**src/hdl/nsva_pkg.sv**
```systemverilog
// Shared types and constants of the note stack voice allocator.
`timescale 1ns / 1ps
package nsva_pkg;

   // Operation codes of a request
   typedef enum logic [1:0] {
      OP_NOTE_ON  = 2'd0,
      OP_NOTE_OFF = 2'd1,
      OP_TUNE     = 2'd2,
      OP_REFRESH  = 2'd3
   } op_type;

   // Configuration register indexes
   typedef enum logic [1:0] {
      CSR_POLY_MODE   = 2'd0,
      CSR_STACK_LIMIT = 2'd1,
      CSR_MOTOR_COUNT = 2'd2,
      CSR_DRONE_SPEED = 2'd3
   } csr_index_type;

   localparam int RESULT_LIMIT = 8;
   localparam int ENTRY_W      = 11;
   localparam int NOTE_W       = 7;
   localparam int CHAN_W       = 4;
   localparam int SPEED_W      = 16;
   localparam int MOTOR_W      = 3;

   typedef logic [ENTRY_W-1:0] entry_type;
   typedef logic [SPEED_W-1:0] speed_type;

endpackage

```
**src/hdl/nsva_stack_mem.sv**
```systemverilog
// Held-note stack memory: one write port, one registered read port.
`timescale 1ns / 1ps
module nsva_stack_mem #(
   parameter int DEPTH = 16,
   parameter int AW    = 4
) (
   input  logic                clock,
   input  logic                wr_en,
   input  logic [AW-1:0]       wr_addr,
   input  nsva_pkg::entry_type wr_data,
   input  logic [AW-1:0]       rd_addr,
   output nsva_pkg::entry_type rd_data
);
   import nsva_pkg::*;

   entry_type mem [DEPTH];
   entry_type rd_data_ff;

   // Write port
   always_ff @(posedge clock) begin
      if (wr_en) begin
         mem[wr_addr] <= wr_data;
      end
   end

   // Registered read
   always_ff @(posedge clock) begin
      rd_data_ff <= mem[rd_addr];
   end

   assign rd_data = rd_data_ff;
endmodule

```
**src/hdl/nsva_table_mem.sv**
```systemverilog
// Note-to-speed table with per-entry valid bits; unwritten entries read as zero.
`timescale 1ns / 1ps
module nsva_table_mem #(
   parameter int NOTES = 128
) (
   input  logic                       clock,
   input  logic                       reset,
   input  logic                       wr_en,
   input  logic [nsva_pkg::NOTE_W-1:0] wr_note,
   input  nsva_pkg::speed_type        wr_data,
   input  logic [nsva_pkg::NOTE_W-1:0] rd_note,
   output nsva_pkg::speed_type        rd_data
);
   import nsva_pkg::*;

   localparam int NW = $clog2(NOTES);

   speed_type        mem [NOTES];
   logic [NOTES-1:0] vld_ff;
   speed_type        rd_data_ff;
   logic             rd_ok_ff;
   logic             wr_hit;
   logic             rd_hit;
   logic [NW-1:0]    wr_idx;
   logic [NW-1:0]    rd_idx;

   assign wr_hit = (int'(wr_note) < NOTES);
   assign rd_hit = (int'(rd_note) < NOTES);
   assign wr_idx = wr_note[NW-1:0];
   assign rd_idx = rd_note[NW-1:0];

   // Table storage
   always_ff @(posedge clock) begin
      if (wr_en && wr_hit) begin
         mem[wr_idx] <= wr_data;
      end
      rd_data_ff <= mem[rd_idx];
   end

   // Valid bits, cleared by reset
   always_ff @(posedge clock) begin
      if (reset) begin
         vld_ff   <= '0;
         rd_ok_ff <= 1'b0;
      end else begin
         if (wr_en && wr_hit) begin
            vld_ff[wr_idx] <= 1'b1;
         end
         rd_ok_ff <= rd_hit && vld_ff[rd_idx];
      end
   end

   assign rd_data = rd_ok_ff ? rd_data_ff : '0;
endmodule

```
**src/hdl/note_stack_voice_allocator_unit.sv**
```systemverilog
// Sequence: a tune request writes the table from idle; note on/off scans the stack entry by entry,
// closes gaps, drops oldest entries and pushes, then gathers top entries, poly match/serve and one result per motor.
// Flow: one request at a time; a new request is taken only in idle, after the last result of the
// previous one has been issued; results wait on rsp_ready one motor at a time.
// Reset (synchronous): stack empty, motors at zero, table reads zero, registers at defaults.
`timescale 1ns / 1ps
module note_stack_voice_allocator_unit #(
   parameter int STACK_DEPTH = 16,
   parameter int MOTORS      = 8,
   parameter int NOTES       = 128
) (
   input  logic        clock,
   input  logic        reset,
   input  logic        req_valid,
   output logic        req_ready,
   input  logic [1:0]  req_op,
   input  logic [6:0]  req_note,
   input  logic [3:0]  req_channel,
   input  logic signed [15:0] req_tune_speed,
   output logic        rsp_valid,
   input  logic        rsp_ready,
   output logic [2:0]  rsp_motor,
   output logic signed [15:0] rsp_speed,
   output logic        rsp_note_valid,
   output logic [6:0]  rsp_played_note,
   output logic [3:0]  rsp_played_channel,
   output logic        rsp_last,
   input  logic        csr_valid,
   output logic        csr_ready,
   input  logic [1:0]  csr_index,
   input  logic [15:0] csr_data
);
   import nsva_pkg::*;

   localparam int AW  = (STACK_DEPTH > 1) ? $clog2(STACK_DEPTH) : 1;
   localparam int CW  = $clog2(STACK_DEPTH + 1);
   localparam int MU  = (MOTORS < RESULT_LIMIT) ? MOTORS : RESULT_LIMIT;
   localparam int MCW = $clog2(MU + 1);

   typedef enum logic [3:0] {
      S_IDLE, S_SCAN_RD, S_SCAN_CK, S_SH_RD, S_SH_WR, S_DROP, S_PUSH, S_APPLY,
      S_G_RD, S_G_TB, S_G_ST, S_P_MATCH, S_P_SERVE, S_FINAL, S_EMIT
   } state_type;

   state_type state_ff;
   op_type    op_ff;
   entry_type ent_ff;
   logic [CW-1:0]  cnt_ff, idx_ff, k_ff;
   logic           drop_ff;
   logic [MCW-1:0] j_ff, seen_ff, m_ff;
   entry_type g_ent_ff [MU];
   speed_type g_spd_ff [MU];
   speed_type tgt_spd_ff [MU];
   entry_type tgt_ent_ff [MU];
   speed_type mspd_ff [MU];
   logic           tgt_nv_ff;
   logic [MU-1:0]  wait_ff, busy_ff, asg_ff, do_ff;

   logic       cfg_poly_ff;
   logic [4:0] cfg_limit_ff;
   logic [3:0] cfg_count_ff;
   speed_type  cfg_drone_ff;

   logic       rsp_valid_ff, rsp_nv_ff, rsp_last_ff;
   logic [2:0] rsp_motor_ff;
   speed_type  rsp_speed_ff;
   entry_type  rsp_ent_ff;

   // Memory ports
   logic           stk_we;
   logic [AW-1:0]  stk_waddr, stk_raddr;
   entry_type      stk_wdata, stk_rdata;
   logic           tbl_we;
   logic [NOTE_W-1:0] tbl_rnote;
   speed_type      tbl_rdata;

   // Derived values
   logic [CW-1:0]  eff_lim_in;
   logic [MCW-1:0] eff_nm_in;
   logic [MU-1:0]  nmask_in, match_in, mlow_in, free_in, flow_in;
   logic [CW:0]    sh_src_in;
   logic [CW-1:0]  g_addr_in;
   entry_type      sel_ent_in;
   speed_type      sel_spd_in;
   logic           sel_wait_in, cur_do_in, more_do_in, slot_free_in;
   speed_type      cur_spd_in;
   entry_type      cur_ent_in;
   logic           emit_in;

   assign req_ready    = (state_ff == S_IDLE);
   assign csr_ready    = 1'b1;
   assign slot_free_in = !rsp_valid_ff || rsp_ready;
   assign emit_in      = (state_ff == S_EMIT) && (int'(m_ff) != MU) && cur_do_in
                         && slot_free_in;

   // Effective stack limit and motor count
   always_comb begin
      if (cfg_limit_ff == 5'd0 || int'(cfg_limit_ff) > STACK_DEPTH) begin
         eff_lim_in = CW'(STACK_DEPTH);
      end else begin
         eff_lim_in = CW'(cfg_limit_ff);
      end
      if (cfg_count_ff == 4'd0) begin
         eff_nm_in = MCW'(1);
      end else if (int'(cfg_count_ff) > MU) begin
         eff_nm_in = MCW'(MU);
      end else begin
         eff_nm_in = MCW'(cfg_count_ff);
      end
   end

   // Per-motor selections and masks
   always_comb begin
      sel_ent_in  = '0;
      sel_spd_in  = '0;
      sel_wait_in = 1'b0;
      cur_do_in   = 1'b0;
      more_do_in  = 1'b0;
      cur_spd_in  = '0;
      cur_ent_in  = '0;
      for (int i = 0; i < MU; i++) begin
         nmask_in[i] = (i < int'(eff_nm_in));
         match_in[i] = nmask_in[i] && (mspd_ff[i] == sel_spd_in);
         if (j_ff == MCW'(i)) begin
            sel_ent_in  = g_ent_ff[i];
            sel_spd_in  = g_spd_ff[i];
            sel_wait_in = wait_ff[i];
         end
         if (m_ff == MCW'(i)) begin
            cur_do_in  = do_ff[i];
            cur_spd_in = tgt_spd_ff[i];
            cur_ent_in = tgt_ent_ff[i];
         end
         if (i > int'(m_ff) && do_ff[i]) begin
            more_do_in = 1'b1;
         end
      end
      for (int i = 0; i < MU; i++) begin
         match_in[i] = nmask_in[i] && (mspd_ff[i] == sel_spd_in);
      end
      free_in   = ~busy_ff & nmask_in;
      mlow_in   = match_in & (~match_in + MU'(1));
      flow_in   = free_in & (~free_in + MU'(1));
      sh_src_in = {1'b0, idx_ff} + {1'b0, k_ff};
      g_addr_in = cnt_ff - CW'(1) - CW'(j_ff);
   end

   // Memory port control
   always_comb begin
      stk_we    = 1'b0;
      stk_waddr = AW'(idx_ff);
      stk_wdata = stk_rdata;
      stk_raddr = AW'(idx_ff);
      tbl_rnote = stk_rdata[ENTRY_W-1:CHAN_W];
      unique case (state_ff)
         S_SH_RD: stk_raddr = AW'(sh_src_in);
         S_SH_WR: stk_we = 1'b1;
         S_PUSH: begin
            stk_we    = (int'(cnt_ff) < STACK_DEPTH);
            stk_waddr = AW'(cnt_ff);
            stk_wdata = ent_ff;
         end
         S_G_RD: stk_raddr = AW'(g_addr_in);
         default: ;
      endcase
   end
   assign tbl_we = (state_ff == S_IDLE) && req_valid && (op_type'(req_op) == OP_TUNE);

   nsva_stack_mem #(.DEPTH(STACK_DEPTH), .AW(AW)) u_stack (
      .clock   (clock),
      .wr_en   (stk_we),
      .wr_addr (stk_waddr),
      .wr_data (stk_wdata),
      .rd_addr (stk_raddr),
      .rd_data (stk_rdata)
   );

   nsva_table_mem #(.NOTES(NOTES)) u_table (
      .clock   (clock),
      .reset   (reset),
      .wr_en   (tbl_we),
      .wr_note (req_note),
      .wr_data (req_tune_speed),
      .rd_note (tbl_rnote),
      .rd_data (tbl_rdata)
   );

   // Configuration registers
   always_ff @(posedge clock) begin
      if (reset) begin
         cfg_poly_ff  <= 1'b0;
         cfg_limit_ff <= 5'd16;
         cfg_count_ff <= 4'd8;
         cfg_drone_ff <= '0;
      end else if (csr_valid) begin
         unique case (csr_index_type'(csr_index))
            CSR_POLY_MODE:   cfg_poly_ff  <= csr_data[0];
            CSR_STACK_LIMIT: cfg_limit_ff <= csr_data[4:0];
            CSR_MOTOR_COUNT: cfg_count_ff <= csr_data[3:0];
            CSR_DRONE_SPEED: cfg_drone_ff <= csr_data;
         endcase
      end
   end

   // Result valid flag
   always_ff @(posedge clock) begin
      if (reset) begin
         rsp_valid_ff <= 1'b0;
      end else if (emit_in) begin
         rsp_valid_ff <= 1'b1;
      end else if (rsp_ready) begin
         rsp_valid_ff <= 1'b0;
      end
   end

   // Sequencer
   always_ff @(posedge clock) begin
      if (reset) begin
         state_ff     <= S_IDLE;
         cnt_ff       <= '0;
         for (int i = 0; i < MU; i++) begin
            mspd_ff[i] <= '0;
         end
      end else begin
         unique case (state_ff)
            S_IDLE: begin
               if (req_valid) begin
                  op_ff   <= op_type'(req_op);
                  ent_ff  <= {req_note, req_channel};
                  idx_ff  <= '0;
                  drop_ff <= 1'b0;
                  unique case (op_type'(req_op))
                     OP_NOTE_ON, OP_NOTE_OFF: state_ff <= S_SCAN_RD;
                     OP_TUNE:                 state_ff <= S_IDLE;
                     OP_REFRESH:              state_ff <= S_APPLY;
                  endcase
               end
            end
            // Search for a matching held note
            S_SCAN_RD: begin
               if (idx_ff == cnt_ff) begin
                  state_ff <= (op_ff == OP_NOTE_ON) ? S_DROP : S_APPLY;
               end else begin
                  state_ff <= S_SCAN_CK;
               end
            end
            S_SCAN_CK: begin
               if (stk_rdata == ent_ff) begin
                  k_ff     <= CW'(1);
                  state_ff <= S_SH_RD;
               end else begin
                  idx_ff   <= idx_ff + CW'(1);
                  state_ff <= S_SCAN_RD;
               end
            end
            // Close a gap of k entries starting at idx
            S_SH_RD: begin
               if (sh_src_in < {1'b0, cnt_ff}) begin
                  state_ff <= S_SH_WR;
               end else begin
                  cnt_ff <= cnt_ff - k_ff;
                  if (drop_ff) begin
                     state_ff <= S_PUSH;
                  end else begin
                     state_ff <= (op_ff == OP_NOTE_ON) ? S_DROP : S_APPLY;
                  end
               end
            end
            S_SH_WR: begin
               idx_ff   <= idx_ff + CW'(1);
               state_ff <= S_SH_RD;
            end
            // Drop oldest entries until there is room
            S_DROP: begin
               if (cnt_ff != '0 && cnt_ff >= eff_lim_in) begin
                  k_ff     <= cnt_ff - eff_lim_in + CW'(1);
                  idx_ff   <= '0;
                  drop_ff  <= 1'b1;
                  state_ff <= S_SH_RD;
               end else begin
                  state_ff <= S_PUSH;
               end
            end
            S_PUSH: begin
               if (int'(cnt_ff) < STACK_DEPTH) begin
                  cnt_ff <= cnt_ff + CW'(1);
               end
               state_ff <= S_APPLY;
            end
            // Start driving the motors
            S_APPLY: begin
               j_ff    <= '0;
               busy_ff <= '0;
               wait_ff <= '0;
               if (cnt_ff == '0) begin
                  for (int i = 0; i < MU; i++) begin
                     tgt_spd_ff[i] <= cfg_drone_ff;
                     tgt_ent_ff[i] <= '0;
                  end
                  tgt_nv_ff <= 1'b0;
                  asg_ff    <= nmask_in;
                  state_ff  <= S_FINAL;
               end else begin
                  asg_ff <= '0;
                  if (!cfg_poly_ff) begin
                     seen_ff <= MCW'(1);
                  end else if (int'(cnt_ff) < int'(eff_nm_in)) begin
                     seen_ff <= MCW'(cnt_ff);
                  end else begin
                     seen_ff <= eff_nm_in;
                  end
                  state_ff <= S_G_RD;
               end
            end
            // Gather top entries and their table speeds
            S_G_RD: state_ff <= S_G_TB;
            S_G_TB: begin
               for (int i = 0; i < MU; i++) begin
                  if (j_ff == MCW'(i)) begin
                     g_ent_ff[i] <= stk_rdata;
                  end
               end
               state_ff <= S_G_ST;
            end
            S_G_ST: begin
               for (int i = 0; i < MU; i++) begin
                  if (j_ff == MCW'(i)) begin
                     g_spd_ff[i] <= tbl_rdata;
                  end
               end
               if (j_ff + MCW'(1) == seen_ff) begin
                  if (cfg_poly_ff) begin
                     j_ff     <= '0;
                     state_ff <= S_P_MATCH;
                  end else begin
                     for (int i = 0; i < MU; i++) begin
                        tgt_spd_ff[i] <= tbl_rdata;
                        tgt_ent_ff[i] <= g_ent_ff[0];
                     end
                     tgt_nv_ff <= 1'b1;
                     asg_ff    <= nmask_in;
                     state_ff  <= S_FINAL;
                  end
               end else begin
                  j_ff     <= j_ff + MCW'(1);
                  state_ff <= S_G_RD;
               end
            end
            // Keep motors already at a note's speed, queue the rest
            S_P_MATCH: begin
               if (match_in != '0) begin
                  busy_ff <= busy_ff | mlow_in;
               end else begin
                  for (int i = 0; i < MU; i++) begin
                     if (j_ff == MCW'(i)) begin
                        wait_ff[i] <= 1'b1;
                     end
                  end
               end
               if (j_ff + MCW'(1) == seen_ff) begin
                  state_ff <= S_P_SERVE;
               end else begin
                  j_ff <= j_ff + MCW'(1);
               end
            end
            // Serve queued notes, oldest queued first, to the lowest free motor
            S_P_SERVE: begin
               tgt_nv_ff <= 1'b1;
               if (sel_wait_in && free_in != '0) begin
                  busy_ff <= busy_ff | flow_in;
                  asg_ff  <= asg_ff | flow_in;
                  for (int i = 0; i < MU; i++) begin
                     if (flow_in[i]) begin
                        tgt_spd_ff[i] <= sel_spd_in;
                        tgt_ent_ff[i] <= sel_ent_in;
                     end
                  end
               end
               if (j_ff == '0) begin
                  state_ff <= S_FINAL;
               end else begin
                  j_ff <= j_ff - MCW'(1);
               end
            end
            // Commit changed speeds
            S_FINAL: begin
               for (int i = 0; i < MU; i++) begin
                  do_ff[i] <= asg_ff[i] && (mspd_ff[i] != tgt_spd_ff[i]);
                  if (asg_ff[i]) begin
                     mspd_ff[i] <= tgt_spd_ff[i];
                  end
               end
               m_ff     <= '0;
               state_ff <= S_EMIT;
            end
            // Emit one result per changed motor
            S_EMIT: begin
               if (int'(m_ff) == MU) begin
                  state_ff <= S_IDLE;
               end else if (!cur_do_in) begin
                  m_ff <= m_ff + MCW'(1);
               end else if (slot_free_in) begin
                  rsp_motor_ff <= MOTOR_W'(m_ff);
                  rsp_speed_ff <= cur_spd_in;
                  rsp_nv_ff    <= tgt_nv_ff;
                  rsp_ent_ff   <= cur_ent_in;
                  rsp_last_ff  <= !more_do_in;
                  m_ff         <= m_ff + MCW'(1);
               end
            end
            default: state_ff <= S_IDLE;
         endcase
      end
   end

   assign rsp_valid          = rsp_valid_ff;
   assign rsp_motor          = rsp_motor_ff;
   assign rsp_speed          = rsp_speed_ff;
   assign rsp_note_valid     = rsp_nv_ff;
   assign rsp_played_note    = rsp_ent_ff[ENTRY_W-1:CHAN_W];
   assign rsp_played_channel = rsp_ent_ff[CHAN_W-1:0];
   assign rsp_last           = rsp_last_ff;

`ifndef SYNTHESIS
   a_cnt_bound: assert property (@(posedge clock) disable iff (reset)
      int'(cnt_ff) <= STACK_DEPTH)
      else $error("stack count beyond depth");
   a_reset_idle: assert property (@(posedge clock)
      reset |=> (state_ff == S_IDLE) && !rsp_valid_ff)
      else $error("not idle after reset");
   a_assign_free: assert property (@(posedge clock) disable iff (reset)
      (state_ff == S_FINAL) |-> ((asg_ff & ~nmask_in) == '0))
      else $error("motor beyond count assigned");
`endif
endmodule

```
**config.mk**
```make
export PLATFORM = sky130hd
export DESIGN_NAME = note_stack_voice_allocator_unit
export DESIGN_NICKNAME = d
export VERILOG_FILES = /design/src/hdl/nsva_pkg.sv /design/src/hdl/nsva_stack_mem.sv /design/src/hdl/nsva_table_mem.sv /design/src/hdl/note_stack_voice_allocator_unit.sv
export SDC_FILE = /design/constraint.sdc
export NUM_CORES = 2
export LEC_CHECK = 0
export BUFFER_PORTS_ARGS = -buffer_cell sky130_fd_sc_hd__buf_2
export CAP_MARGIN = 20
export CORE_MARGIN = 2
export CORE_UTILIZATION = 60
export CTS_CLUSTER_DIAMETER = 80
export DETAILED_ROUTE_END_ITERATION = 10
export PLACE_DENSITY = 0.85
export SETUP_SLACK_MARGIN = 0.4
export SYNTH_ARGS = -nofsm -noshare
export SYNTH_HDL_FRONTEND = slang
export SYNTH_SLANG_ARGS = --single-unit
```
**constraint.sdc**
```tcl
create_clock -name clock -period 7.1 [get_ports clock]
set_input_delay 0.71 -clock clock [delete_from_list [all_inputs] [get_ports clock]]
set_output_delay 0.71 -clock clock [all_outputs]
set_load 0.02 [all_outputs]
```
# Yosys cells after proc, flatten, opt, wreduce, memory -nomap -nowiden
# Memory sizes are Yosys's and may differ from the RTL's. A register that Yosys moved wholly into a read port is not among the register bits.
# Index checks and enable logic that the tools add are counted.
[word_totals]
mem_bits_rw = 2784
ff_bits = 266
input_bits = 52
wordCells = 666
output_inout_bits = 35
memories = 7
[mem_list]
columns = ["memory", "depth", "width", "rd", "rd_ports_with_merged_regs", "wr", "line_no", "text"]
rows = [
  ["u_table.mem", 128, 16, 1, 1, 1, "nsva_table_mem.sv:18", "speed_type mem [NOTES];"],
  ["u_stack.mem", 16, 11, 1, 1, 1, "nsva_stack_mem.sv:16", "entry_type mem [DEPTH];"],
  ["g_spd_ff", 8, 16, 8, 0, 1, "note_stack_voice_allocator_unit.sv:52", "speed_type g_spd_ff [MU];"],
  ["mspd_ff", 8, 16, 8, 0, 8, "note_stack_voice_allocator_unit.sv:55", "speed_type mspd_ff [MU];"],
  ["tgt_spd_ff", 8, 16, 8, 0, 8, "note_stack_voice_allocator_unit.sv:53", "speed_type tgt_spd_ff [MU];"],
  ["g_ent_ff", 8, 11, 8, 0, 1, "note_stack_voice_allocator_unit.sv:51", "entry_type g_ent_ff [MU];"],
  ["1 more memories", "n/a", "n/a", "n/a", "n/a", "n/a", "n/a", ""],
]
[classes]
mux = 354
magnitude_cmp = 24
n_reduce_logical = 98
add_sub_neg = 13
n_eq_ne = 83
bitwise_logic = 53
[ops]
columns = ["op", "n"]
rows = [
  ["16-bit two-way mux", 48],
  ["11-bit two-way mux", 40],
  ["1-bit two-way mux", 197],
  ["16-bit == test", 8],
  ["16-bit inequality test", 8],
  ["128-bit OR", 1],
  ["16-bit OR reduction", 7],
  ["11-bit OR reduction", 7],
  ["4-bit two-way mux", 16],
  ["4-bit case mux with 15 select lines", 1],
  ["8-bit two-way mux", 7],
  ["3-bit two-way mux", 18],
  ["4-bit AND reduction", 13],
  ["2-bit inequality test (second input constant)", 25],
  ["4-bit by 3-bit == test with 1-bit output (second input constant)", 12],
  ["8-bit case mux with 3 select lines", 2],
  ["5-bit two-way mux", 8],
  ["1-bit OR", 40],
  ["4-bit == test (second input constant)", 8],
  ["1-bit logical AND", 31],
  ["5-bit AND reduction", 5],
  ["8-bit bitwise AND", 3],
  ["4-bit by 2-bit == test with 1-bit output (second input constant)", 6],
  ["8-bit NOT", 3],
  ["other kinds (56)", 111],
]

# Logic depth before layout (Yosys ltp)
[depth]
ltp_word = 17
ltp_mapped = 17

# Modules after synthesis
# A second synthesis with hierarchy kept.
[unflattened]
hier_cells = 7786
hier_area_um2 = 127436.0
[modules_own_cells]
columns = ["module", "seq_area_each_um2", "n_inst", "area_each_um2", "cells_per_inst"]
rows = [
  ["nsva_table_mem", 64401.8, 1, 84049.4, 4077],
  ["note_stack_voice_allocator_unit", 20569.7, 1, 36388.6, 3404],
  ["nsva_stack_mem", 5505.3, 1, 6998.0, 305],
]

# Worst setup path after synthesis
# Ideal clock, no wire load.
[synth_timing]
path_type = "reg-to-reg"
start = "reg j_ff[1]"
end = "reg busy_ff[0], enable pin"
path_slack_ns = 3.183
required_ns = 6.768
synth_period_minus_slack_ns = 3.917
path_stages_with_launch = 13
arrival_time_ns = 3.586
n_path_buf = 0
path_cell_list = "edfxtp_1 inv_1 ha_1 nor3b_1 o311a_4 a221oi_2 nand4_1 or4b_1 or4_4 nor4_4 nor4_4 nand3_1 and3_1"
[synth_via]
elab_chain_cells = 14
[synth_lines]
columns = ["element", "line_no", "text"]
rows = [
  ["from (decl)", "note_stack_voice_allocator_unit.sv:50", "logic [MCW-1:0] j_ff, seen_ff, m_ff;"],
  ["from (signal assigned)", "note_stack_voice_allocator_unit.sv:345", "j_ff <= j_ff + MCW'(1);"],
  ["from (signal assigned)", "note_stack_voice_allocator_unit.sv:363", "j_ff <= j_ff + MCW'(1);"],
  ["from (signal assigned)", "note_stack_voice_allocator_unit.sv:382", "j_ff <= j_ff - MCW'(1);"],
  ["4-bit logical NOT", "note_stack_voice_allocator_unit.sv:124", "if (j_ff == MCW'(i)) begin"],
  ["16-bit two-way mux (8 in series)", "note_stack_voice_allocator_unit.sv:124", ""],
  ["16-bit == test", "note_stack_voice_allocator_unit.sv:139", "match_in[i] = nmask_in[i] && (mspd_ff[i] == sel_spd_in);"],
  ["1-bit logical AND", "note_stack_voice_allocator_unit.sv:139", ""],
  ["8-bit nonzero test", "note_stack_voice_allocator_unit.sv:351", "if (match_in != '0) begin"],
  ["2-bit inequality test (no source line)", "n/a", ""],
  ["4-bit AND reduction (no source line) *", "n/a", ""],
  ["to (signal assigned)", "note_stack_voice_allocator_unit.sv:352", "busy_ff <= busy_ff | mlow_in;"],
  ["to (signal assigned)", "note_stack_voice_allocator_unit.sv:370", "busy_ff <= busy_ff | flow_in;"],
  ["to (decl)", "note_stack_voice_allocator_unit.sv:57", "logic [MU-1:0] wait_ff, busy_ff, asg_ff, do_ff;"],
]
# Every way passes the cells marked *; elsewhere a longest branch is shown, timed or not.
# A chain may end at the register's enable or synchronous reset.

# Worst setup path after layout
[layout_timing]
start = "reg j_ff[1]"
end = "reg busy_ff[7], enable pin"
# The elaborated chain is that of the path after synthesis.

==> results.md <==
Layout:
- The layout has about 12000 filler cells.
- Relative to the synthesized area, the layout overhead comes to 11.56%.
- In the final layout, the share of cells above drive strength 1 is 0.2065.
- The fraction of the core area covered by cells at the end of the flow is 0.6734.
- Across the whole layout, storage elements account for about 0.090 sq mm.
- In the final layout, the multi-input gates occupy approximately 0.034 sq mm.
- After the last flow step, the layout net total stands at 7721.

Routing:
- After detailed routing, the average wire length per cell comes to about 38 um.
- In the detailed route, the total length drawn on met3 is slightly above 50 mm.
- In the final routing, the length of wire on met1 measures 128.8 mm.
- The initial DRC count is approximately 15000.
- The DRC violations left is 0.
- The final layout contains routed wiring with a total length of 403.4 mm.
- After detailed routing, the met2 layer carries approximately 190 mm of wire.
- The pre-antenna-repair detailed-routing pass consisted of 10 iterations.
- Routed signal wires occupy layers up through met5.
- The detail route stage leaves a number of antenna-violating nets equal to 0.
- The via density per instance is around 7.3.
- The number of vias after detailed routing is 78070.

Power and ir drop:
- The share of total power dissipated in the clock network is 0.338.
- Of the total power, combinational logic draws 0.238.
- Cell internal power was estimated by the tool at between 30 and 40 mW.
- The share of total power dissipated in sequential elements is 0.424.
- In this run the static leakage power is roughly 46 nW.
- Of the total power, the share spent switching nets is 0.2927.
- The ratio of total power to cell area is roughly 350 mW/mm^2.
- The net load switching power is ~14 mW.
- After layout, the design draws a total of 48.80 mW.
- The maximum vdd drop is between 0.0003 and 0.0004 V.

STA:
- Between clock sinks in the finished design, the worst skew comes to 0.1064 ns.
- Dividing the final minimum period by the clock period gives 0.7895.
- The worst hold slack is 0.03167 ns.
- The count of pins over their slew limit is 0.
- The setup TNS after final layout is 0 ns.
- The post-layout worst setup margin is about 1.5 ns.
- The final period demand of the worst path is 5.605 ns.
- The final count of hold timing violations came to 0.
- Setup repair after global routing left no endpoint under its margin.
- The maximum clock frequency is 178.4 MHz.
- Measured against its own limit, the worst slew margin works out to 0.1967.
- Setup violations remaining at the end of the flow were counted as 0.
- At the pin with the least slew margin, the transition time is ~1.2 ns.

Die:
- Row generation in the floorplan step produced roughly 170 rows.
- The number of top-level pins is 87.
- The initial utilization of the core area, before any placement, comes to 0.6036.
- In this run the standard cell core region covers 0.2094 sq mm.
- Measured along the y axis, the die boundary spans about 460 um.
- The die boundary width is between 400 and 500 um.
- The total die area is between 0.2 and 0.25 sq mm.

Synthesis:
- Ranked by instance count, the synthesized netlist is headed by 2885 x edfxtp_1, 714 x mux4_2, 697 x nor2_1.
- The top-area cell type share of the netlist area is 0.6856.
- edfxtp_1 is the most common cell in the netlist.
- The synthesized-area fraction occupied by ao, oa, aoi and oai cells was 0.05249.
- The netlist uses 103 different library cells.
- The average instance in the mapped netlist occupies about 17 sq um.
- The synthesized cell area is approximately 0.13 sq mm.
- The mux cell area share after synthesis is 0.1300.
- Sorting the synthesized cells by area gives the leading types as edfxtp_1 69%, mux4_2 13%, dfxtp_1 3.0%.
- The simple-gate share of the synthesized area is 0.06401.
- Of the total synthesized cell area, the portion taken by full adders, half adders and majority gates is 0.004753.
- The share of the Yosys chip area taken by registers is 0.7160.
- The cell count after synthesis came out at between 7000 and 8000.
- The dominant combinational cell family by area after synthesis is multiplexers.
- The async set-or-reset flop fraction in the synthesized netlist is 0.
- Of the total synthesized cell area, the portion taken by XOR and XNOR cells is 0.01615.
- The biggest area contributor in the post-synthesis netlist is edfxtp_1.
- The number of enable-type register cells in the synthesized netlist is approximately 2900.
- The post-synthesis net count is 7473.
- Yosys printed 0 warnings.
- The dominant synthesized flop cell is edfxtp_1.
- The synthesized flop and latch total is around 3100.

Worst setup path:
- The kind of critical path is reg2reg.
- The worst setup path is launched from a flop.
- The largest driver fanout on the critical path is 38.
- The cell with the largest stage delay on the worst path is or2_1.
- At the worst endpoint, the arrival time is roughly 6 ns.
- The largest stage delay on the critical path is 0.72 ns.
- The worst setup path is captured at a flop.
- The required time of the critical path is 7.67 ns.
- Traced cell by cell, the critical path runs through inv_1 > ha_2 > buf_4 > nand3b_1 > a21oi_2 > nor3_2 > or2_1 > buf_4 > xor2_1 > nand3_1 > nor3_1 > a2111oi_4 > nand3_1 > and3_1.

Clock tree:
- Clock-pin slew was measured on the worst setup and hold paths at roughly 0.070 ns.
- In this run, CTS created clock tree buffers numbering about 320.
- No sink is reached through more buffers than the 4 on the longest clock path.
- In this run the number of H-tree levels came out at 5.
- The CTS tree is built.
- Clock tree synthesis selected as its root buffer the cell clkbuf_16.
- The post-cts sizing count is 0.
- For the worst-skew pair, the clock arrives at the later sink with an insertion delay of 1.00 ns.
- The clock net sink count is 3077.

Global route:
- The wire length of the first global-routing pass is around 570 mm.
- The initial antenna violation count is 37.
- The via count of the first global-routing pass was around 75000.
- The overall fraction of global-route tracks in use is 0.3727.
- Entering global routing, the biggest net connects 136 pins.
- The total grt overflow is 0.

Placement:
- The detailed-placement wirelength estimate is 230.0 mm.
- Timing analysis after detailed placement gives a worst setup slack of around 1.7 ns.
- At the end of routability-driven placement, the weighted congestion stood at slightly below 1.
- The number of input and output port buffers inserted is between 80 and 90.

Run:
- The max-capacitance violation count is 0.

Hold path:
- In this run the worst hold path is classified as in2reg.

Status:
- The run finished with clean final reports.
cells in the final DEF (no fill, tap or decap), types with 110 or more instances in the layout:
master,n
buf_4,287
xor2_1,110
nand2_1,430
clkbuf_16,323
a21oi_1,307
o21ai_0,232
nor2_1,692
mux4_2,714
xnor2_1,123
dfxtp_1,186
edfxtp_1,2885
layout make-up:
cell class / count / area share
diodes: 13 / 0.0002308
clock buffers: 419 / 0.06103
clock inverters: 137 / 0.008813
inverters: 66 / 0.001757
multi-input cells: 3773 / 0.2401
flip-flops and latches: 3077 / 0.6419
well taps: 2805 / 0.02490
repair buffers: 388 / 0.02127
power by group through the flow:
stage	clock network, mW	registers [mW]	logic (mW)
floorplan	0	20.7	7.33
global placement	0	21.0	10.4
detailed placement	0	21.1	10.7
CTS	16.5	20.7	11.2
global route	17.1	20.7	11.7
finish	16.5	20.7	11.6
sequential cells by signal (all words and copies together), names as in the netlist, 88 cells and up:
signal	cells
u_table.mem	2048
u_stack.mem	176
g_spd_ff	128
mspd_ff	128
tgt_spd_ff	128
u_table.vld_ff	128
g_ent_ff	88
tgt_ent_ff	88
critical path: cells and delay by family, from the launching register on:
| kind | cells | cell delay [ns] |
|---|---|---|
| flip-flops | 1 | 0.51 |
| buffers and inverters | 3 | 0.93 |
| AO/OA/AOI/OAI | 2 | 0.29 |
| adder cells (fa/ha/maj) | 1 | 0.51 |
| XOR/XNOR | 1 | 0.15 |
| AND/OR/NAND/NOR | 7 | 2.83 |
final timing paths:
check / from / end / slack, ns / cells after the start
worst max-delay path: j_ff[1] / busy_ff[7] / 1.49 / 14
worst min-delay path: csr_data[14] / cfg_drone_ff[14] / 0.03 / 3
worst max register to register: j_ff[1] / busy_ff[7] / 1.49 / 14
worst min register to register: u_table.vld_ff[126] / u_table.vld_ff[126] / 0.48 / 1
routing by layer:
layer / vias to the layer above / global-route usage
li1: 29760 / -
met1: 38840 / 0.4723
met2: 7838 / 0.5950
met3: 1595 / 0.08685
met4: 34 / 0.2178
met5: - / 0
kinds of logic after synthesis:
| kind of cell | Yosys count |
|---|---|
| flip-flops | 3077 |
| AND/OR/NAND/NOR | 1739 |
| AO/OA/AOI/OAI | 1009 |
| adder cells (fa/ha/maj) | 45 |
| buffers and inverters | 526 |
| multiplexers | 746 |
| other | 1 |
| XOR/XNOR | 233 |
through the flow:
step,instance area [sq um],cells
final,141000,10680
after CTS,140900,10660
after global placement,130800,10090
after detailed placement,130900,10090
after floorplan,126400,7376
after global routing,140900,10670
what timing repair did:
item	4_1_cts	5_1_grt
buffers inserted	0	0
hold endpoints to repair	12	0
setup endpoints to repair	0	0
hold buffers	12	0
Note: power is estimated with default switching activity, not from simulation.
